### src/hdl/sfp_pkg.sv
`timescale 1ns / 1ps
// ----------------------------------------------------------------------------
// sfp_pkg: shared types and constants of the sync frame parser
// Command and status groups between controller and datapath, the CRC step
// function and the configuration register indexes.
// ----------------------------------------------------------------------------
package sfp_pkg;

  // Configuration register indexes.
  localparam logic [7:0] CFG_SYNC_FIRST  = 8'd0;
  localparam logic [7:0] CFG_SYNC_SECOND = 8'd1;

  // Reset values of the sync registers.
  localparam logic [7:0] SYNC_FIRST_RST  = 8'hAA;
  localparam logic [7:0] SYNC_SECOND_RST = 8'h55;

  // CRC-16/CCITT-FALSE.
  localparam logic [15:0] CRC_POLY = 16'h1021;
  localparam logic [15:0] CRC_INIT = 16'hFFFF;
  localparam logic [15:0] CRC_TOP  = 16'h8000;

  // Width of the packed result word, whole bytes.
  localparam int unsigned TDATA_W = 40;

  // Commands from the controller to the datapath.
  typedef struct packed {
    logic ld_addr;       // accepted byte is the address
    logic ld_cmd;        // accepted byte is the command
    logic ld_len;        // accepted byte is the length
    logic ld_pay;        // accepted byte is a payload byte
    logic ld_crch;       // accepted byte is the CRC high byte
    logic start_replay;  // frame passed the CRC check
    logic replay;        // replaying the stored payload
  } cmd_t;

  // Status from the datapath to the controller.
  typedef struct packed {
    logic first_hit;    // incoming byte equals sync_first
    logic second_hit;   // incoming byte equals sync_second
    logic len_over;     // incoming length exceeds the payload limit
    logic len_zero;     // incoming length is zero
    logic pay_last;     // incoming payload byte is the final one
    logic crc_ok;       // received CRC matches the running CRC
    logic replay_done;  // final result of the run moves to the output
  } sts_t;

  // One byte of CRC-16, MSB first.
  function automatic logic [15:0] crc16_step(logic [15:0] acc, logic [7:0] b);
    logic [15:0] c;
    c = acc ^ {b, 8'h00};
    for (int k = 0; k < 8; k++) begin
      if ((c & CRC_TOP) != 16'h0000) begin
        c = (c << 1) ^ CRC_POLY;
      end else begin
        c = c << 1;
      end
    end
    return c;
  endfunction

endpackage

### src/hdl/sfp_ctrl.sv
`timescale 1ns / 1ps
// ----------------------------------------------------------------------------
// sfp_ctrl: frame parser controller
// Walks the frame fields one accepted byte at a time and sequences replay.
// ----------------------------------------------------------------------------
module sfp_ctrl (
  input  logic          clk_i,
  input  logic          rst_ni,
  input  logic          in_valid_i,
  output logic          in_ready_o,
  input  sfp_pkg::sts_t sts_i,
  output sfp_pkg::cmd_t cmd_o
);

  typedef enum logic [3:0] {
    ST_SYNC1,
    ST_SYNC2,
    ST_ADDR,
    ST_CMD,
    ST_LEN,
    ST_PAY,
    ST_CRCH,
    ST_CRCL,
    ST_REPLAY
  } state_e;

  state_e state_q;
  logic   rdy_q;
  logic   accept;

  assign accept     = in_valid_i & rdy_q;
  assign in_ready_o = rdy_q;

  always_comb begin
    cmd_o              = '0;
    cmd_o.ld_addr      = accept & (state_q == ST_ADDR);
    cmd_o.ld_cmd       = accept & (state_q == ST_CMD);
    cmd_o.ld_len       = accept & (state_q == ST_LEN);
    cmd_o.ld_pay       = accept & (state_q == ST_PAY);
    cmd_o.ld_crch      = accept & (state_q == ST_CRCH);
    cmd_o.start_replay = accept & (state_q == ST_CRCL) & sts_i.crc_ok;
    cmd_o.replay       = (state_q == ST_REPLAY);
  end

  always_ff @(posedge clk_i or negedge rst_ni) begin
    if (!rst_ni) begin
      state_q <= ST_SYNC1;
      rdy_q   <= 1'b1;
    end else begin
      case (state_q)
        ST_SYNC1: begin
          if (accept && sts_i.first_hit) state_q <= ST_SYNC2;
        end
        ST_SYNC2: begin
          if (accept) begin
            if (sts_i.second_hit) begin
              state_q <= ST_ADDR;
            end else if (!sts_i.first_hit) begin
              state_q <= ST_SYNC1;
            end
          end
        end
        ST_ADDR: begin
          if (accept) state_q <= ST_CMD;
        end
        ST_CMD: begin
          if (accept) state_q <= ST_LEN;
        end
        ST_LEN: begin
          if (accept) begin
            if (sts_i.len_over) begin
              state_q <= ST_SYNC1;
            end else if (sts_i.len_zero) begin
              state_q <= ST_CRCH;
            end else begin
              state_q <= ST_PAY;
            end
          end
        end
        ST_PAY: begin
          if (accept && sts_i.pay_last) state_q <= ST_CRCH;
        end
        ST_CRCH: begin
          if (accept) state_q <= ST_CRCL;
        end
        ST_CRCL: begin
          if (accept) begin
            if (sts_i.crc_ok) begin
              state_q <= ST_REPLAY;
              rdy_q   <= 1'b0;
            end else begin
              state_q <= ST_SYNC1;
            end
          end
        end
        ST_REPLAY: begin
          if (sts_i.replay_done) begin
            state_q <= ST_SYNC1;
            rdy_q   <= 1'b1;
          end
        end
        default: begin
          state_q <= ST_SYNC1;
          rdy_q   <= 1'b1;
        end
      endcase
    end
  end

endmodule

### src/hdl/sfp_datapath.sv
`timescale 1ns / 1ps
// ----------------------------------------------------------------------------
// sfp_datapath: frame parser datapath
// Sync registers, header capture, CRC, payload memory and the result register.
// ----------------------------------------------------------------------------
module sfp_datapath #(
  parameter int unsigned PAYLOAD_CAP = 32
) (
  input  logic          clk_i,
  input  logic          rst_ni,
  input  logic          cfg_we_i,
  input  logic [7:0]    cfg_index_i,
  input  logic [7:0]    cfg_data_i,
  input  logic [7:0]    rx_byte_i,
  input  sfp_pkg::cmd_t cmd_i,
  output sfp_pkg::sts_t sts_o,
  output logic          out_valid_o,
  input  logic          out_ready_i,
  output logic [7:0]    out_addr_o,
  output logic [7:0]    out_cmd_o,
  output logic [5:0]    out_len_o,
  output logic [4:0]    out_index_o,
  output logic [7:0]    out_byte_o,
  output logic          has_byte_o,
  output logic          last_o
);

  localparam int unsigned IDX_W = (PAYLOAD_CAP > 1) ? $clog2(PAYLOAD_CAP) : 1;
  localparam int unsigned LEN_W = $clog2(PAYLOAD_CAP + 1);

  logic [7:0]       sync_first_q, sync_second_q;
  logic [7:0]       hdr_addr_q, hdr_cmd_q, crc_hi_q;
  logic [LEN_W-1:0] hdr_len_q, byte_cnt_q;
  logic [15:0]      crc_q, crc_d;
  logic [7:0]       mem_q [PAYLOAD_CAP];

  logic [LEN_W-1:0] rd_idx_q, rd_pos_q;
  logic [7:0]       rd_data_q;
  logic             rd_pend_q;
  logic             out_valid_q;

  logic             can_load, more, issue, load, load_zero, pend_last;
  logic [LEN_W:0]   cnt_next, pos_next;

  // Status toward the controller.
  assign cnt_next = {1'b0, byte_cnt_q} + 1'b1;
  assign pos_next = {1'b0, rd_pos_q} + 1'b1;
  assign pend_last = (pos_next == {1'b0, hdr_len_q});

  assign can_load  = !out_valid_q || out_ready_i;
  assign more      = (rd_idx_q < hdr_len_q);
  assign load      = cmd_i.replay && rd_pend_q && can_load;
  assign issue     = cmd_i.replay && more && (!rd_pend_q || load);
  assign load_zero = cmd_i.replay && (hdr_len_q == '0) && can_load;

  always_comb begin
    sts_o             = '0;
    sts_o.first_hit   = (rx_byte_i == sync_first_q);
    sts_o.second_hit  = (rx_byte_i == sync_second_q);
    sts_o.len_over    = (rx_byte_i > 8'(PAYLOAD_CAP));
    sts_o.len_zero    = (rx_byte_i == 8'h00);
    sts_o.pay_last    = (cnt_next >= {1'b0, hdr_len_q});
    sts_o.crc_ok      = ({crc_hi_q, rx_byte_i} == crc_q);
    sts_o.replay_done = load_zero || (load && pend_last);
  end

  always_comb begin
    crc_d = crc_q;
    if (cmd_i.ld_addr) begin
      crc_d = sfp_pkg::crc16_step(sfp_pkg::CRC_INIT, rx_byte_i);
    end else if (cmd_i.ld_cmd || cmd_i.ld_len || cmd_i.ld_pay) begin
      crc_d = sfp_pkg::crc16_step(crc_q, rx_byte_i);
    end
  end

  // Control state.
  always_ff @(posedge clk_i or negedge rst_ni) begin
    if (!rst_ni) begin
      sync_first_q  <= sfp_pkg::SYNC_FIRST_RST;
      sync_second_q <= sfp_pkg::SYNC_SECOND_RST;
      hdr_len_q     <= '0;
      byte_cnt_q    <= '0;
      rd_idx_q      <= '0;
      rd_pend_q     <= 1'b0;
      out_valid_q   <= 1'b0;
    end else begin
      if (cfg_we_i && (cfg_index_i == sfp_pkg::CFG_SYNC_FIRST)) begin
        sync_first_q <= cfg_data_i;
      end
      if (cfg_we_i && (cfg_index_i == sfp_pkg::CFG_SYNC_SECOND)) begin
        sync_second_q <= cfg_data_i;
      end
      if (cmd_i.ld_len) begin
        hdr_len_q  <= LEN_W'(rx_byte_i);
        byte_cnt_q <= '0;
      end else if (cmd_i.ld_pay) begin
        byte_cnt_q <= cnt_next[LEN_W-1:0];
      end
      if (cmd_i.start_replay) begin
        rd_idx_q  <= '0;
        rd_pend_q <= 1'b0;
      end else begin
        if (issue) rd_idx_q <= rd_idx_q + 1'b1;
        if (issue) begin
          rd_pend_q <= 1'b1;
        end else if (load) begin
          rd_pend_q <= 1'b0;
        end
      end
      if (load || load_zero) begin
        out_valid_q <= 1'b1;
      end else if (out_ready_i) begin
        out_valid_q <= 1'b0;
      end
    end
  end

  // Payload registers and memory.
  always_ff @(posedge clk_i) begin
    if (cmd_i.ld_addr) hdr_addr_q <= rx_byte_i;
    if (cmd_i.ld_cmd) hdr_cmd_q <= rx_byte_i;
    if (cmd_i.ld_crch) crc_hi_q <= rx_byte_i;
    crc_q <= crc_d;
    if (cmd_i.ld_pay) mem_q[byte_cnt_q[IDX_W-1:0]] <= rx_byte_i;
    if (issue) begin
      rd_data_q <= mem_q[rd_idx_q[IDX_W-1:0]];
      rd_pos_q  <= rd_idx_q;
    end
    if (load) begin
      out_addr_o  <= hdr_addr_q;
      out_cmd_o   <= hdr_cmd_q;
      out_len_o   <= 6'(hdr_len_q);
      out_index_o <= 5'(rd_pos_q);
      out_byte_o  <= rd_data_q;
      has_byte_o  <= 1'b1;
      last_o      <= pend_last;
    end else if (load_zero) begin
      out_addr_o  <= hdr_addr_q;
      out_cmd_o   <= hdr_cmd_q;
      out_len_o   <= 6'(hdr_len_q);
      out_index_o <= 5'd0;
      out_byte_o  <= 8'h00;
      has_byte_o  <= 1'b0;
      last_o      <= 1'b1;
    end
  end

  assign out_valid_o = out_valid_q;

`ifndef SYNTHESIS
  // The fill counter never passes the captured length.
  assert property (@(posedge clk_i) disable iff (!rst_ni)
    byte_cnt_q <= hdr_len_q)
    else $error("payload count beyond frame length");

  // A pending memory read exists only while replaying.
  assert property (@(posedge clk_i) disable iff (!rst_ni)
    rd_pend_q |-> cmd_i.replay)
    else $error("pending read outside replay");

  // A frame in replay never carries a length above the limit.
  assert property (@(posedge clk_i) disable iff (!rst_ni)
    cmd_i.replay |-> (hdr_len_q <= LEN_W'(PAYLOAD_CAP)))
    else $error("replay of an oversized frame");

  // After the final result of a run is loaded, nothing is left pending.
  assert property (@(posedge clk_i) disable iff (!rst_ni)
    sts_o.replay_done |=> !rd_pend_q)
    else $error("read still pending after the run ended");
`endif

endmodule

### src/hdl/sync_frame_parser_crc16.sv
// Throughput: one received byte per cycle while hunting and capturing a frame.
// A frame passing its CRC holds off input while its results are replayed:
// each payload byte passes from memory through a read register into the
// output register, one result per ready cycle (one result for zero length).
// Reset (rst_ni low, asynchronous) returns to sync hunting and restores the
// sync registers to 0xAA and 0x55; the payload memory is not cleared.
`timescale 1ns / 1ps
// ----------------------------------------------------------------------------
// sync_frame_parser_crc16: byte stream deframer with CRC-16 check
// Hunts for two configurable sync bytes, captures address, command, length
// and payload, checks CRC-16/CCITT-FALSE and replays good frames as results.
// ----------------------------------------------------------------------------
module sync_frame_parser_crc16 #(
  parameter int unsigned PAYLOAD_CAP = 32
) (
  input  logic                        clk_i,
  input  logic                        rst_ni,

  // Configuration write channel. Index 0 is sync_first, index 1 is
  // sync_second; any other index is ignored.
  input  logic                        cfg_valid_i,
  output logic                        cfg_ready_o,
  input  logic [7:0]                  cfg_index_i,
  input  logic [7:0]                  cfg_data_i,

  // Received byte stream.
  input  logic                        s_axis_tvalid,
  output logic                        s_axis_tready,
  input  logic [7:0]                  s_axis_tdata,   // [7:0] rx_byte

  // Result stream.
  output logic                        m_axis_tvalid,
  input  logic                        m_axis_tready,
  // [7:0] out_addr, [15:8] out_cmd, [21:16] out_len, [26:22] out_index,
  // [34:27] out_byte, [39:35] zero
  output logic [sfp_pkg::TDATA_W-1:0] m_axis_tdata,
  output logic                        m_axis_tuser,   // [0] has_byte
  output logic                        m_axis_tlast    // last result of a frame
);

  sfp_pkg::cmd_t cmd;
  sfp_pkg::sts_t sts;

  logic [7:0] out_addr, out_cmd, out_byte;
  logic [5:0] out_len;
  logic [4:0] out_index;

  // Configuration writes are taken at any time; the user writes them only
  // while the parser is idle.
  assign cfg_ready_o = 1'b1;

  // The controller tracks which frame field the next byte belongs to and
  // holds off the input while a validated frame is replayed.
  sfp_ctrl u_ctrl (
    .clk_i      (clk_i),
    .rst_ni     (rst_ni),
    .in_valid_i (s_axis_tvalid),
    .in_ready_o (s_axis_tready),
    .sts_i      (sts),
    .cmd_o      (cmd)
  );

  // The datapath holds the sync registers, captured header, running CRC,
  // payload memory and the output register that decouples the result side.
  sfp_datapath #(
    .PAYLOAD_CAP (PAYLOAD_CAP)
  ) u_dp (
    .clk_i       (clk_i),
    .rst_ni      (rst_ni),
    .cfg_we_i    (cfg_valid_i & cfg_ready_o),
    .cfg_index_i (cfg_index_i),
    .cfg_data_i  (cfg_data_i),
    .rx_byte_i   (s_axis_tdata),
    .cmd_i       (cmd),
    .sts_o       (sts),
    .out_valid_o (m_axis_tvalid),
    .out_ready_i (m_axis_tready),
    .out_addr_o  (out_addr),
    .out_cmd_o   (out_cmd),
    .out_len_o   (out_len),
    .out_index_o (out_index),
    .out_byte_o  (out_byte),
    .has_byte_o  (m_axis_tuser),
    .last_o      (m_axis_tlast)
  );

  // Pack the result fields, lowest field in the lowest bits.
  assign m_axis_tdata = {5'b0, out_byte, out_index, out_len, out_cmd, out_addr};

endmodule
### config.mk
export PLATFORM = sky130hd
export DESIGN_NAME = sync_frame_parser_crc16
export DESIGN_NICKNAME = d
export VERILOG_FILES = /design/src/hdl/sfp_pkg.sv /design/src/hdl/sfp_ctrl.sv /design/src/hdl/sfp_datapath.sv /design/src/hdl/sync_frame_parser_crc16.sv
export SDC_FILE = /design/constraint.sdc
export NUM_CORES = 1
export LEC_CHECK = 0
export BUFFER_PORTS_ARGS = -buffer_cell sky130_fd_sc_hd__buf_2
export CAP_MARGIN = 5
export CORE_MARGIN = 2
export CORE_UTILIZATION = 45
export DETAILED_ROUTE_END_ITERATION = 10
export HOLD_SLACK_MARGIN = 0.05
export PLACE_DENSITY = 0.68
export SLEW_MARGIN = 20
export SYNTH_ARGS = -nofsm -noshare
export SYNTH_HDL_FRONTEND = slang
export SYNTH_HIERARCHICAL = 1
export SYNTH_SLANG_ARGS = --single-unit
### constraint.sdc
create_clock -name clk_i -period 4.7 [get_ports clk_i]
set_clock_uncertainty 0.05 [all_clocks]
set_input_delay 0.705 -clock clk_i [delete_from_list [all_inputs] [get_ports clk_i]]
set_output_delay 0.705 -clock clk_i [all_outputs]
set_load 0.03 [all_outputs]
## After elaboration in Yosys (flattened, before gate mapping)

Memory sizes are Yosys's and may differ from the RTL's. A register that Yosys moved wholly into a read port is not among the register bits.
Cells that the tools add are included.

- Register bits: 124
- Bits in latches: 0
- RAM bits: 256
- ROM bits: 0
- Input bits: 29
- Output and inout port bits: 45
- Logic and storage cells: 192
- Memories kept: 1

Memories:

| memory | depth | bits a word | read ports | clocked after memory_dff | write ports | RTL line | source |
|---|---|---|---|---|---|---|---|
| u_dp.mem_q | 32 | 8 | 1 | 1 | 1 | sfp_datapath.sv:35 | `logic [7:0] mem_q [PAYLOAD_CAP];` |

- Add/sub/neg operators: 3
- $mul: 0
- Divide/modulo/power cells: 0
- Magnitude comparators: 3
- Eq/ne operators: 24
- Shifts and indexed selects: 0
- Multiplexer cells: 81
- Bitwise operators: 27
- Reduce and logical (&&, ||, !) cells: 32

Operators by type and width:

| kind | count |
|---|---|
| $mux W16 | 23 |
| $mux W13 | 16 |
| $mux W4 | 13 |
| $mux W8 | 6 |
| $not A3 Y3 | 16 |
| $mux W6 | 6 |
| $pmux W4 S9 | 1 |
| $eq A16 B16 Y1 | 1 |
| $eq A4 B3 Y1 const B | 4 |
| $eq A8 B8 Y1 | 2 |
| $logic_not A8 Y1 | 2 |
| $ne A2 B1 Y1 const B | 8 |
| $not A16 Y16 | 1 |
| $xor A16 B16 Y16 | 1 |
| $add A6 B1 Y7 const B | 2 |
| $mux W1 | 12 |
| $logic_and A1 B1 Y1 | 11 |
| $mux W5 | 2 |
| $reduce_and A10 Y1 | 1 |
| $reduce_bool A2 Y1 | 5 |
| $and A1 B1 Y1 | 8 |
| $eq A4 B2 Y1 const B | 2 |
| $eq A8 B1 Y1 const B | 1 |
| $gt A8 B6 Y1 const B | 1 |
| 18 further kinds | 25 |

## Depth between registers and ports, before layout

Gate-level depths: netlist (run 1).

- Word-level depth: 34
- Gate-level depth with buffers: 11
- Depth with buffers taken out: 11

## Cells and area by module

The synthesis (run 1) kept the hierarchy.

Modules (own cells, without submodules):

| module | instances | cells each | area each (µm²) | sequential area each (µm²) |
|---|---|---|---|---|
| sfp_datapath | 1 | 932 | 15690.0 | 11320.9 |
| sfp_ctrl | 1 | 55 | 461.7 | 126.4 |
| sync_frame_parser_crc16 | 1 | 8 | 52.6 | 0.0 |

## Worst setup path after synthesis (run 1)

Ideal clock, no wire load.

- Path type: reg2reg
- From: register u_dp.byte_cnt_q[0]
- To: register u_ctrl.state_q[0]
- Setup time: 0.122 ns
- Arrival time: 2.510 ns
- Data required time: 4.528 ns
- Path slack: 2.018 ns
- Cell stages (with the launch flop): 12
- Buffers on the path: 0
- Period minus slack after synthesis: 2.682 ns
- Path through: dfrtp_1 -> inv_1 -> ha_1 -> ha_1 -> a21o_1 -> a211o_1 -> o2111ai_1 -> o211ai_1 -> nor2b_1 -> o22ai_1 -> or3_1 -> a32o_1

RTL lines:

| element | RTL line | source |
|---|---|---|
| start, declared | sfp_datapath.sv:33 | `logic [LEN_W-1:0] hdr_len_q, byte_cnt_q;` |
| start signal, assigned | sfp_datapath.sv:97 | `byte_cnt_q <= cnt_next[LEN_W-1:0];` |
| end signal, assigned | sfp_ctrl.sv:47 | `state_q <= ST_SYNC1;` |
| end signal, assigned | sfp_ctrl.sv:52 | `if (accept && sts_i.first_hit) state_q <= ST_SYNC2;` |
| end signal, assigned | sfp_ctrl.sv:57 | `state_q <= ST_ADDR;` |
| end, declared | sfp_ctrl.sv:27 | `state_e state_q;` |

==> results of run 1 <==
==> logic make-up (layout without fill, tap and decap cells) <==
logic type	after synthesis	count (layout)	synth area share [%]
and+or+nand+nor	213	213	6.74
other	2	6	0.0463
AOI/OAI and AO/OA	97	97	4.39
DFF	388	388	70.6
adders and majority gates	17	17	1.31
muxes	116	116	9.78
xor gates and xnor gates	88	88	4.76
buffers and inverters	74	169	2.34
==> worst max path at each step <==
stage / slack [ns] / from / to / cells past startpoint
detailed placement: 1.51 / s_axis_tvalid / u_dp/mem_q[27][5] / 6
finish: 1.62 / u_dp/byte_cnt_q[2] / u_ctrl/state_q[0] / 10
global route: 1.40 / u_dp/byte_cnt_q[2] / u_ctrl/state_q[0] / 10
CTS: 1.66 / u_dp/byte_cnt_q[2] / u_ctrl/state_q[0] / 10
floorplan: 2.02 / u_dp/byte_cnt_q[0] / u_ctrl/state_q[0] / 11
global placement: 1.62 / s_axis_tvalid / u_dp/mem_q[24][4] / 6
==> state kept, by name, indices dropped and copies added (netlist names), 5 cells and up <==
signal,flops
u_dp/mem_q,256
u_dp/crc_q,16
u_dp/crc_hi_q,8
u_dp/hdr_addr_q,8
u_dp/hdr_cmd_q,8
u_dp/out_addr_o,8
u_dp/out_byte_o,8
u_dp/out_cmd_o,8
u_dp/rd_data_q,8
u_dp/sync_first_q,8
u_dp/sync_second_q,8
u_dp/byte_cnt_q,6
u_dp/hdr_len_q,6
u_dp/out_len_o,6
u_dp/rd_idx_q,6
u_dp/rd_pos_q,6
u_dp/out_index_o,5
==> stage by stage <==
| step | std cells | instance area, sq um | worst slack (ns) |
|---|---|---|---|
| 5_1_grt | 1555 | 18300 | 1.40 |
| 3_3_place_gp | 1483 | 17000 | 1.62 |
| 6_report | 1555 | 18300 | 1.62 |
| 2_1_floorplan | 999 | 16200 | 2.02 |
| 3_5_place_dp | 1483 | 17000 | 1.51 |
| 4_1_cts | 1555 | 18300 | 1.66 |
==> synthesized netlist by cell type, types with 12 or more instances <==
cell | instances | area [sq um]
sky130_fd_sc_hd__dfrtp_1 | 32 | 801
sky130_fd_sc_hd__a22oi_1 | 49 | 368
sky130_fd_sc_hd__mux2i_1 | 66 | 661
sky130_fd_sc_hd__buf_4 | 13 | 97.6
sky130_fd_sc_hd__and2_1 | 14 | 87.6
sky130_fd_sc_hd__nor2_1 | 73 | 274
sky130_fd_sc_hd__xnor2_1 | 66 | 578
sky130_fd_sc_hd__nand3_1 | 29 | 145
sky130_fd_sc_hd__edfxtp_1 | 346 | 10400
sky130_fd_sc_hd__nand2_1 | 28 | 105
sky130_fd_sc_hd__inv_1 | 13 | 48.8
sky130_fd_sc_hd__mux2_2 | 18 | 203
sky130_fd_sc_hd__ha_1 | 17 | 213
sky130_fd_sc_hd__clkbuf_1 | 21 | 78.8
sky130_fd_sc_hd__o21ai_0 | 12 | 60.1
sky130_fd_sc_hd__nand4_1 | 20 | 125
sky130_fd_sc_hd__buf_2 | 17 | 85.1
sky130_fd_sc_hd__xor2_1 | 22 | 193
sky130_fd_sc_hd__mux4_2 | 32 | 721
==> worst max-delay path, cell delays in order (launching register included) <==
cell	delay (ns)
sky130_fd_sc_hd__dfrtp_1	0.64
sky130_fd_sc_hd__nand3_1	0.35
sky130_fd_sc_hd__nor3_1	0.33
sky130_fd_sc_hd__xor2_1	0.18
sky130_fd_sc_hd__ha_1	0.26
sky130_fd_sc_hd__a21oi_1	0.13
sky130_fd_sc_hd__o211ai_1	0.12
sky130_fd_sc_hd__nor2b_1	0.15
sky130_fd_sc_hd__o22ai_1	0.14
sky130_fd_sc_hd__or3_1	0.36
sky130_fd_sc_hd__a32o_1	0.26
==> cell type report <==
cell class              instances  area (sq um)  area share [%]
multi-input cells             537          4410            24.1
well taps                     461           577            3.16
clock buffers                  53          1090            5.96
inverters                      13          48.8           0.267
flip-flops and latches        388         11500            62.7
repair buffers                 84           478            2.62
clock inverters                19           221            1.21
==> placed cells by master (no fill, tap or decap), types with 4 or more instances in the layout <==
| master | n |
|---|---|
| sky130_fd_sc_hd__a21oi_1 | 9 |
| sky130_fd_sc_hd__clkbuf_16 | 40 |
| sky130_fd_sc_hd__or3_1 | 5 |
| sky130_fd_sc_hd__nor2_1 | 72 |
| sky130_fd_sc_hd__xor2_1 | 22 |
| sky130_fd_sc_hd__nand3_1 | 29 |
| sky130_fd_sc_hd__nor3_1 | 4 |
| sky130_fd_sc_hd__conb_1 | 6 |
| sky130_fd_sc_hd__buf_4 | 17 |
| sky130_fd_sc_hd__xnor2_1 | 66 |
| sky130_fd_sc_hd__o21ai_0 | 12 |
| sky130_fd_sc_hd__buf_2 | 66 |
| sky130_fd_sc_hd__a22oi_1 | 49 |
| sky130_fd_sc_hd__and2_1 | 14 |
| sky130_fd_sc_hd__clkbuf_1 | 9 |
| sky130_fd_sc_hd__dfrtp_1 | 31 |
| sky130_fd_sc_hd__nor2b_1 | 4 |
| sky130_fd_sc_hd__nand3b_1 | 4 |
| sky130_fd_sc_hd__clkbuf_8 | 4 |
| sky130_fd_sc_hd__mux4_2 | 32 |
| sky130_fd_sc_hd__bufinv_16 | 4 |
| sky130_fd_sc_hd__mux2i_1 | 66 |
| sky130_fd_sc_hd__clkinv_1 | 4 |
| sky130_fd_sc_hd__edfxtp_1 | 346 |
| sky130_fd_sc_hd__nand2_1 | 28 |
| sky130_fd_sc_hd__nand2b_1 | 4 |
| sky130_fd_sc_hd__ha_1 | 17 |
| sky130_fd_sc_hd__dfstp_2 | 9 |
| sky130_fd_sc_hd__nand4_1 | 20 |
| sky130_fd_sc_hd__nor4_1 | 5 |
| sky130_fd_sc_hd__inv_1 | 13 |
| sky130_fd_sc_hd__clkinv_2 | 4 |
| sky130_fd_sc_hd__mux2_2 | 18 |
==> power groups by stage <==
stage	registers [mW]	clock network (mW)	logic [mW]
after floorplan	3.84	0	0.0618
after global placement	3.83	0	0.139
after detailed placement	3.84	0	0.142
after CTS	3.76	3.18	0.143
after global routing	3.76	3.31	0.153
final	3.76	3.12	0.140
==> layer usage <==
layer	vias up	routed length [microns]	track usage [%]
met4	0	955	5.99
met1	4374	14700	25.5
met3	61	2290	2.90
met2	319	15700	28.0
li1	3938	-	-
met5	-	0	0
==> reports/qor.csv, run 1 <==
stage,metric,value,unit
outcome,status,"complete, no violations",
layout,filler_cell_count,2821,
sta,max_clock_freq,325,MHz
setup_path,crit_start_category,register,
cts,cts_h_tree_depth,2,
setup_path,path_class,register to register,
route,vias,8692,
placed_design,port_buffers,67,
setup_path,worstReg2RegStart,u_dp/byte_cnt_q[2],
route,drtAntennaViolNets,0,
cts,numClockSinks,388,
layout,final_nets,1109,
sta,fin_crit_sh,65.5,%
setup_path,worst-path-max-fanout,13,
cts,post_cts_setup_buffer_count,0,
global_routing,overflow,0,
hold_path,worstHoldPathType,input port to async pin,
cts,postCtsHoldBufs,0,
cts,cts.clk_slew.worst_paths,0.06,ns
sta,finalMaxSlewViolations,0,
global_routing,grt_start_max_net_pins,49,
global_routing,number_of_antenna_violations_at_the_first_check_in_global_routing,0,
route,drt_first_pass_iters,7,
floorplanning,die_height,194,microns
global_routing,grt_usage,17.9,%
layout,syn2layout_area_growth,12.8,%
floorplanning,dieArea,37500,sq um
route,first_iter_violations,734,
power_and_ir_drop,power.share.clock,44.4,%
synthesis,post_synth.cell_area_avg,16.3,sq um
layout,utilization,51.5,%
sta,max_slew_margin,36.2,%
cts,cts.repair.resized,0,
sta,fin_tns_setup,0,ns
power_and_ir_drop,power_frac_comb,2.0,%
layout,final_layout_size_suffix_gt1_share,19.9,%
cts,buffer_cell_driving_the_clock_tree_root,sky130_fd_sc_hd__clkbuf_16,
synthesis,syn_inst,995,
setup_path,crit_required,5.06,ns
power_and_ir_drop,report.power.total,7.02,mW
route,vias_per_cell,5.59,
power_and_ir_drop,switching_share,19.4,%
route,remaining_drc_errors,0,
power_and_ir_drop,switchingPower,1.36,mW
synthesis,ys.warnings.count,6,
sta,finalHoldViolations,0,
placed_design,gpl.final_weighted_congestion,0.867,
cts,cts_max_path_buffers,3,
synthesis,async_reset_ff_share,10.6,%
power_and_ir_drop,seq_power_share,53.6,%
floorplanning,floorplan.io_pins,74,
global_routing,first_pass_grt_wire_length,51800,microns
cts,cts_tree,built,
layout,antennaDiodeCount,0,
synthesis,synth_top_flop_cell,sky130_fd_sc_hd__edfxtp_1,
setup_path,reg2reg_to,u_ctrl/state_q[0],
cts,tritoncts.num_buffers,39,
synthesis,post_synth_instance_area,16200,sq um
power_and_ir_drop,power_density,384,nW/um^2
floorplanning,core_area,35500,sq um
floorplanning,fp.dieW,194,microns
setup_path,setup.reg_to_reg.worst_slack,1.62,ns
synthesis,synthDistinctLibCells,64,
placed_design,place.detailed.hpwl,21600,microns
synthesis,ys_ff_latch,388,
setup_path,worst-endpoint-arrival,3.44,ns
sta,worst_slew_pin_slew,0.957,ns
synthesis,number_of_flops_mapped_to_enable_cells_by_yosys,346,
sta,unrepaired_setup_endpoints_after_global_routing,false,
power_and_ir_drop,intPower,5.66,mW
route,drt-wirelength-per-cell,21.6,microns
floorplanning,floorplan_row_count,69,
sta,setup_viol,0,
route,drt_wl_total,33600,microns
power_and_ir_drop,maximum_vdd_ir_drop,0.264,mV
job,cap_viol_max_count,0,
floorplanning,effective_utilization_at_floorplan,45.7,%
power_and_ir_drop,leakagePower,5.96,nW
setup_path,setup.worst_path.end_class,register,
synthesis,synth-seq-area-share,70.6,%
sta,fin_hold_ws,0.136,ns
global_routing,vias_in_the_first_global_route,8755,
sta,timing.final.crit_period,3.08,ns
setup_path,r2r.worst_path.cells,10,
cts,clk_latency,0.52,ns
Power figures use the tool's default switching activity.
==> run 2, diff against run 1 <==
--- a/config.mk
+++ b/config.mk
@@ -5,6 +5,7 @@
 export SDC_FILE = /design/constraint.sdc
 export NUM_CORES = 1
 export LEC_CHECK = 0
+export ABC_AREA = 1
 export BUFFER_PORTS_ARGS = -buffer_cell sky130_fd_sc_hd__buf_2
 export CAP_MARGIN = 5
 export CORE_MARGIN = 2
==> constraint.sdc (replaced) <==
create_clock -name clk_i -period 3 [get_ports clk_i]
set_clock_uncertainty 0.05 [all_clocks]
set_input_delay 0.45 -clock clk_i [delete_from_list [all_inputs] [get_ports clk_i]]
set_output_delay 0.45 -clock clk_i [all_outputs]
set_load 0.03 [all_outputs]
==> run 2 against run 1 <==
Global-route usage rose by 3.1 points. Non-clock buffer count rose by 48. Largest power group unchanged. Sequential power rose by 64%. Count of clock-buffer cells in the layout rose by 5. Maximum frequency rose by 11%. Sequential share of layout area fell by 3.6 points. Clock power rose by 54%. Critical path type unchanged. Combinational power rose to 8.0 times the previous value. Design area rose by 6.1%. Synthesized cell count rose by 58%.
==> reports/qor.csv, run 2 <==
stage,metric,value,unit,change
setup_path,crit_required,3.24,ns,-1.82 ns
sta,setup_viol,0,,unchanged
setup_path,setup.reg_to_reg.worst_slack,0.24,ns,-1.38 ns
route,drt_wl_total,40000,microns,+19%
power_and_ir_drop,intPower,9.22,mW,+63%
setup_path,worst-endpoint-arrival,3.00,ns,-0.44 ns
setup_path,worstReg2RegStart,u_dp/rd_idx_q[2],,
floorplanning,floorplan_row_count,71,,+2.9%
cts,numClockSinks,388,,unchanged
floorplanning,dieArea,39200,sq um,+4.4%
global_routing,overflow,0,,unchanged
power_and_ir_drop,report.power.total,12.1,mW,+72%
route,vias,11615,,+34%
cts,post_cts_setup_buffer_count,0,,unchanged
floorplanning,die_height,198,microns,+2.2%
global_routing,grt_start_max_net_pins,132,,+170%
power_and_ir_drop,leakagePower,7.52,nW,+26%
layout,flip_flop_count_of_the_largest_register_all_copies_and_words_added,256,,unchanged
synthesis,post_synth_instance_area,16900,sq um,+4.5%
route,drtAntennaViolNets,0,,unchanged
cts,tritoncts.num_buffers,40,,+2.6%
setup_path,crit_start_category,register,,
setup_path,crit_path_max_incr_delay,0.85,ns,+0.21 ns
sta,timing.final.crit_period,2.76,ns,-0.316 ns
global_routing,grt_usage,20.9,%,+3.1 points
power_and_ir_drop,power_density,624,nW/um^2,+62%
hold_path,hold_start,cfg_data_i[0],,
sta,fin_crit_sh,92.1,%,+27 points
placed_design,place.detailed.hpwl,26100,microns,+21%
floorplanning,effective_utilization_at_floorplan,45.3,%,-0.39 points
sta,max_slew_margin,31.9,%,-4.3 points
synthesis,post_synth.cell_area_avg,10.7,sq um,-34%
synthesis,syn_inst,1576,,+58%
setup_path,worst-path-max-fanout,32,,+19
job,cap_viol_max_count,0,,unchanged
sta,fin_tns_setup,0,ns,unchanged
synthesis,synth-seq-area-share,67.6,%,-3.0 points
sta,finalHoldViolations,0,,unchanged
global_routing,number_of_antenna_violations_at_the_first_check_in_global_routing,2,,+2
floorplanning,core_area,37400,sq um,+5.4%
setup_path,r2r.worst_path.cells,8,,-2
synthesis,ys_ff_latch,388,,unchanged
sta,fin_hold_ws,0.0908,ns,-0.0457 ns
power_and_ir_drop,switching_share,23.7,%,+4.4 points
layout,final_layout_size_suffix_gt1_share,12.9,%,-7.0 points
synthesis,top_cells_by_instance_count_after_synthesis,"sky130_fd_sc_hd__nand2_1 (520), sky130_fd_sc_hd__edfxtp_1 (346), sky130_fd_sc_hd__nand3_1 (243)",,
sta,unrepaired_setup_endpoints_after_global_routing,false,,
setup_path,critical_path.cell_chain,buf_4 > clkinv_1 > nand3_1 > nand2_1 > nand2_1 > nand2_1 > nand2_1 > nand2_1,,
synthesis,synth_top_flop_cell,sky130_fd_sc_hd__edfxtp_1,,
global_routing,first_pass_grt_wire_length,62600,microns,+21%
cts,buffer_cell_driving_the_clock_tree_root,sky130_fd_sc_hd__clkbuf_16,,
layout,syn2layout_area_growth,14.5,%,
layout,most_frequent_standard_cell_in_the_layout_excluding_fill_and_tap_cells,sky130_fd_sc_hd__nand2_1,,
setup_path,slowest_stage,sky130_fd_sc_hd__clkinv_1,,
synthesis,ys.warnings.count,6,,unchanged
synthesis,synth_most_common_cell,sky130_fd_sc_hd__nand2_1,,
hold_path,min_path_cells,3,,
power_and_ir_drop,power_frac_comb,9.3,%,+7.3 points
placed_design,port_buffers,67,,unchanged
cts,cts.clk_slew.worst_paths,0.06,ns,about the same
route,drt-wirelength-per-cell,18.0,microns,-17%
sta,max_clock_freq,362,MHz,+11%
layout,final_nets,1725,,+56%
synthesis,synthTopCellsByArea,"sky130_fd_sc_hd__edfxtp_1 (61%), sky130_fd_sc_hd__nand2_1 (12%), sky130_fd_sc_hd__nand3_1 (7.2%)",,
setup_path,setup.worst_path.end_class,register,,
synthesis,number_of_flops_mapped_to_enable_cells_by_yosys,346,,unchanged
cts,cts_tree,built,,
setup_path,reg2reg_to,u_dp/rd_data_q[1],,
route,drt_first_pass_iters,6,,-1
synthesis,synthDistinctLibCells,36,,-44%
hold_path,worstHoldPathType,input port to register,,
route,vias_per_cell,5.22,,-6.5%
cts,clk_latency,0.54,ns,+0.02 ns
cts,cts.repair.resized,0,,unchanged
cts,cts_max_path_buffers,3,,unchanged
floorplanning,fp.dieW,198,microns,+2.2%
sta,finalMaxSlewViolations,0,,unchanged
synthesis,synth_top_area_cell,sky130_fd_sc_hd__edfxtp_1,,
setup_path,path_class,register to register,,
route,first_iter_violations,1095,,+49%
placed_design,gpl.final_weighted_congestion,0.847,,-2.3%
power_and_ir_drop,maximum_vdd_ir_drop,0.420,mV,+59%
power_and_ir_drop,switchingPower,2.87,mW,+110%
layout,layout_common_cells,"sky130_fd_sc_hd__nand2_1 (520), sky130_fd_sc_hd__edfxtp_1 (346), sky130_fd_sc_hd__nand3_1 (243)",,
global_routing,vias_in_the_first_global_route,11345,,+30%
cts,cts_h_tree_depth,2,,unchanged
synthesis,async_reset_ff_share,10.6,%,unchanged
floorplanning,floorplan.io_pins,74,,unchanged
hold_path,whs_endpoint,u_dp/sync_second_q[0],,
outcome,status,"complete, no violations",,
sta,worst_slew_pin_slew,1.01,ns,+0.0579 ns
route,remaining_drc_errors,0,,unchanged
synthesis,synthDominantCellAreaShare,61.4,%,-2.8 points
setup_path,critPathMostFrequentCell,sky130_fd_sc_hd__nand2_1,,
power_and_ir_drop,seq_power_share,51.1,%,-2.5 points
power_and_ir_drop,power.share.clock,39.6,%,-4.8 points
[run 2: cells by family after synthesis]
| group | share of synthesized area [%] |
|---|---|
| AO/OA/AOI/OAI | 1.99 |
| XOR/XNOR | 2.74 |
| adder cells (fa/ha/maj) | 1.26 |
| buffers and inverters | 3.91 |
| flip-flops | 67.6 |
| other | 0.0443 |
| AND/OR/NAND/NOR | 22.5 |
[run 2: repair_timing]
item,4_1_cts,5_1_grt
hold buffers,1,0
endpoints found under the hold margin,32,0
setup endpoints to repair,0,0
[run 2: worst max path at each step]
stage                           start                end  slack (ns)  cells past startpoint
finish               u_dp/rd_idx_q[2]  u_dp/rd_data_q[1]        0.24                      8
global route         u_dp/rd_idx_q[2]  u_dp/rd_data_q[2]        0.01                      8
CTS                 u_ctrl/state_q[1]  u_ctrl/state_q[0]        0.50                     16
detailed placement  u_ctrl/state_q[1]  u_ctrl/state_q[0]        0.53                     16
global placement    u_ctrl/state_q[1]  u_ctrl/state_q[0]        0.58                     16
floorplan           u_ctrl/in_ready_o      u_dp/crc_q[0]        0.17                      5
[run 2: critical path: cells and delay by family (launching register included)]
| family | cells | cell delay, ns |
|---|---|---|
| flops | 1 | 0.37 |
| simple gates | 6 | 0.95 |
| buf+inv | 2 | 1.13 |
[run 2: power by group through the flow]
stage / clock network (mW) / logic (mW) / registers, mW
final: 4.79 / 1.12 / 6.18
after detailed placement: 0 / 1.11 / 6.29
after global routing: 5.09 / 1.28 / 6.20
after floorplan: 0 / 0.787 / 6.23
after CTS: 4.88 / 1.11 / 6.18
after global placement: 0 / 1.09 / 6.29
[run 2: cell type report]
type | count | area, sq um
fillers | 3267 | 18000
flip-flops and latches | 388 | 11500
multi-input cells | 1034 | 4850
clock buffers | 58 | 1140
repair buffers | 132 | 863
well taps | 511 | 639
inverters | 83 | 313
clock inverters | 16 | 134
diodes | 1 | 2.50
[run 2: stage by stage]
stage	worst slack [ns]	instance area [sq um]	instances	utilization [%]
2_1_floorplan	0.174	17000	1580	-
3_3_place_gp	0.584	18100	2147	48.4
3_5_place_dp	0.532	18100	2147	48.4
4_1_cts	0.497	19400	2222	51.8
5_1_grt	0.0128	19400	2223	51.8
6_report	0.236	19400	2223	51.8
[run 2: metal layers]
layer	GRT usage, %	wire length [microns]
met5	0	0
met4	8.60	1470
met3	3.22	2500
met2	35.1	19200
met1	27.3	16900
==> run 3, diff against run 2 <==
--- a/config.mk
+++ b/config.mk
@@ -5,14 +5,13 @@
 export SDC_FILE = /design/constraint.sdc
 export NUM_CORES = 1
 export LEC_CHECK = 0
-export ABC_AREA = 1
 export BUFFER_PORTS_ARGS = -buffer_cell sky130_fd_sc_hd__buf_2
 export CAP_MARGIN = 5
 export CORE_MARGIN = 2
-export CORE_UTILIZATION = 45
+export CORE_UTILIZATION = 60
 export DETAILED_ROUTE_END_ITERATION = 10
 export HOLD_SLACK_MARGIN = 0.05
-export PLACE_DENSITY = 0.68
+export PLACE_DENSITY = 0.85
 export SLEW_MARGIN = 20
 export SYNTH_ARGS = -nofsm -noshare
 export SYNTH_HDL_FRONTEND = slang
==> run 3 against run 2 <==
Power is 12% lower. Worst setup slack worse by 0.083 ns. Via count is 21% lower. Die area is 28% lower. Largest cell class unchanged. Highest routed layer unchanged.
==> reports/qor.csv, run 3 (synthesis results as in run 1) <==
stage,metric,value,unit,change
layout,final_cells,1483,,-33%
floorplanning,core_area,26700,sq um,-29%
floorplanning,die_height,168,microns,-15%
placed_design,port_buffers,67,,unchanged
sta,max_clock_freq,351,MHz,-2.9%
global_routing,grt_usage,24.3,%,+3.3 points
sta,max_slew_margin,52.5,%,+21 points
sta,timing.final.crit_period,2.85,ns,+0.0834 ns
layout,final_nets,1159,,-33%
hold_path,worstHoldPathType,input port to register,,
cts,cts_h_tree_depth,2,,unchanged
sta,worst_slew_pin_slew,0.712,ns,-0.303 ns
power_and_ir_drop,report.power.total,10.6,mW,-12%
route,first_iter_violations,961,,-12%
route,drt-wirelength-per-cell,22.7,microns,+26%
floorplanning,floorplan_row_count,60,,-15%
global_routing,use_met3,4.11,%,+0.89 points
setup_path,worst-endpoint-arrival,3.21,ns,+0.21 ns
layout,most_frequent_standard_cell_in_the_layout_excluding_fill_and_tap_cells,sky130_fd_sc_hd__edfxtp_1,,
route,remaining_drc_errors,0,,unchanged
power_and_ir_drop,maximum_vdd_ir_drop,0.376,mV,-10%
power_and_ir_drop,power_density,576,nW/um^2,-7.6%
setup_path,setup.worst_path.end_class,register,,
power_and_ir_drop,leakagePower,6.17,nW,-18%
route,drtAntennaViolNets,0,,unchanged
route,vias,9149,,-21%
setup_path,path_class,register to register,,
setup_path,worst-path-max-fanout,4,,-88%
global_routing,top_usage_layer,met2,,
route,drt_first_pass_iters,5,,-1
cts,numClockSinks,388,,unchanged
floorplanning,fp.dieW,168,microns,-15%
setup_path,crit_start_category,register,,
cts,tritoncts.num_buffers,37,,-7.5%
floorplanning,effective_utilization_at_floorplan,60.6,%,+15 points
sta,setup_viol,0,,unchanged
sta,unrepaired_setup_endpoints_after_global_routing,false,,
sta,fin_crit_sh,94.9,%,+2.8 points
cts,cts.clk_slew.worst_paths,0.06,ns,about the same
cts,post_cts_setup_buffer_count,0,,unchanged
route,drt_wl_total,33700,microns,-16%
cts,cts.repair.resized,0,,unchanged
global_routing,number_of_antenna_violations_at_the_first_check_in_global_routing,0,,-2
hold_path,min_path_cells,2,,-1
setup_path,crit_required,3.36,ns,+0.12 ns
cts,cts_tree,built,,
outcome,status,"complete, no violations",,
cts,clk_latency,0.52,ns,-0.02 ns
layout,syn2layout_area_growth,13.5,%,
global_routing,first_pass_grt_wire_length,52300,microns,-16%
floorplanning,dieArea,28300,sq um,-28%
global_routing,vias_in_the_first_global_route,9176,,-19%
layout,antennaDiodeCount,0,,-1
placed_design,gpl.final_weighted_congestion,0.869,,+2.6%
cts,cts_max_path_buffers,3,,unchanged
placed_design,post-place-cells,1414,,-34%
global_routing,overflow,0,,unchanged
global_routing,groute.layer.met1.usage,33.5,%,+6.2 points
sta,fin_tns_setup,0,ns,unchanged
global_routing,grt_start_max_net_pins,37,,-72%
setup_path,r2r.worst_path.cells,11,,+3
route,vias_per_cell,6.17,,+18%
placed_design,place.detailed.hpwl,21500,microns,-18%
layout,flip_flop_count_of_the_largest_register_all_copies_and_words_added,256,,unchanged
layout,layout_common_cells,"sky130_fd_sc_hd__edfxtp_1 (346), sky130_fd_sc_hd__nor2_1 (73), sky130_fd_sc_hd__buf_2 (67)",,
global_routing,groute.layer.met2.usage,38.8,%,+3.7 points
cts,buffer_cell_driving_the_clock_tree_root,sky130_fd_sc_hd__clkbuf_16,,
sta,finalMaxSlewViolations,0,,unchanged
job,cap_viol_max_count,0,,unchanged
layout,final_layout_size_suffix_gt1_share,22.8,%,+9.9 points
sta,finalHoldViolations,0,,unchanged
layout,filler_cell_count,1616,,-51%
floorplanning,floorplan.io_pins,74,,unchanged
[run 3: cell types whose count changed in the layout (fill, tap and decap cells not counted), moves of 15 or more]
cell	before	now
sky130_fd_sc_hd__o21ai_0	33	12
sky130_fd_sc_hd__mux4_2	0	32
sky130_fd_sc_hd__nand2_1	520	28
sky130_fd_sc_hd__mux2_2	0	18
sky130_fd_sc_hd__nor2_1	88	73
sky130_fd_sc_hd__a22oi_1	0	49
sky130_fd_sc_hd__inv_1	75	13
sky130_fd_sc_hd__mux2i_1	0	66
sky130_fd_sc_hd__xnor2_1	32	66
sky130_fd_sc_hd__nand3_1	243	29
[run 3: power by group]
part	internal, mW	switching (mW)	leakage, nW	total (mW)
clock network	2.56	1.91	0.573	4.47
logic	0.0684	0.152	2.00	0.220
registers	5.89	0.00750	3.60	5.89
total	8.52	2.07	6.17	10.6
[run 3: cell type report]
cell class / instances / area [sq um] / area share (%)
Multi-Input combinational cell: 537 / 4400 / 23.9
Tap cell: 341 / 427 / 2.32
Sequential cell: 388 / 11500 / 62.3
Timing Repair Buffer: 136 / 893 / 4.86
Inverter: 13 / 48.8 / 0.265
Clock buffer: 47 / 1010 / 5.47
Clock inverter: 21 / 158 / 0.857
[run 3: stage by stage]
stage	util (%)	cell area (sq um)	hold slack [ns]	setup WS, ns
5_1_grt	68.8	18400	0.126	0.0225
2_1_floorplan	-	16200	0.104	0.318
4_1_cts	68.8	18400	0.111	0.163
6_report	68.8	18400	0.125	0.152
3_5_place_dp	64.4	17200	0.355	0.177
3_3_place_gp	64.4	17200	0.353	0.243
[run 3: final timing paths]
path                                          to               start  slack, ns
hold / removal              u_dp/sync_first_q[2]       cfg_data_i[2]       0.12
min in group asynchronous       u_dp/rd_idx_q[4]              rst_ni       0.47
setup / recovery               u_ctrl/state_q[0]  u_dp/byte_cnt_q[0]       0.15
setup reg to reg               u_ctrl/state_q[0]  u_dp/byte_cnt_q[0]       0.15
hold reg to reg                u_dp/out_cmd_o[4]   u_dp/hdr_cmd_q[4]       0.37
max in group asynchronous  u_dp/sync_second_q[2]              rst_ni       1.71
[run 3: layer usage]
metal	vias to the layer above	wire, microns
met1	4527	13500
met5	-	0
met2	514	16200
met4	0	1150
li1	4028	-
met3	80	2900
[run 3: critical path: stages, from the launching register on]
cell                        delay (ns)
sky130_fd_sc_hd__dfrtp_1          0.43
sky130_fd_sc_hd__inv_1            0.11
sky130_fd_sc_hd__ha_1             0.34
sky130_fd_sc_hd__ha_1             0.28
sky130_fd_sc_hd__a21o_1           0.16
sky130_fd_sc_hd__a211o_1          0.28
sky130_fd_sc_hd__o2111ai_1        0.09
sky130_fd_sc_hd__o211ai_1         0.12
sky130_fd_sc_hd__nor2b_1          0.13
sky130_fd_sc_hd__o22ai_1          0.13
sky130_fd_sc_hd__or3_1            0.36
sky130_fd_sc_hd__a32o_1           0.26
[run 3: what timing repair did]
item,CTS,global route
hold buffers,1,0
setup endpoints to repair,0,0
hold endpoints to repair,24,0
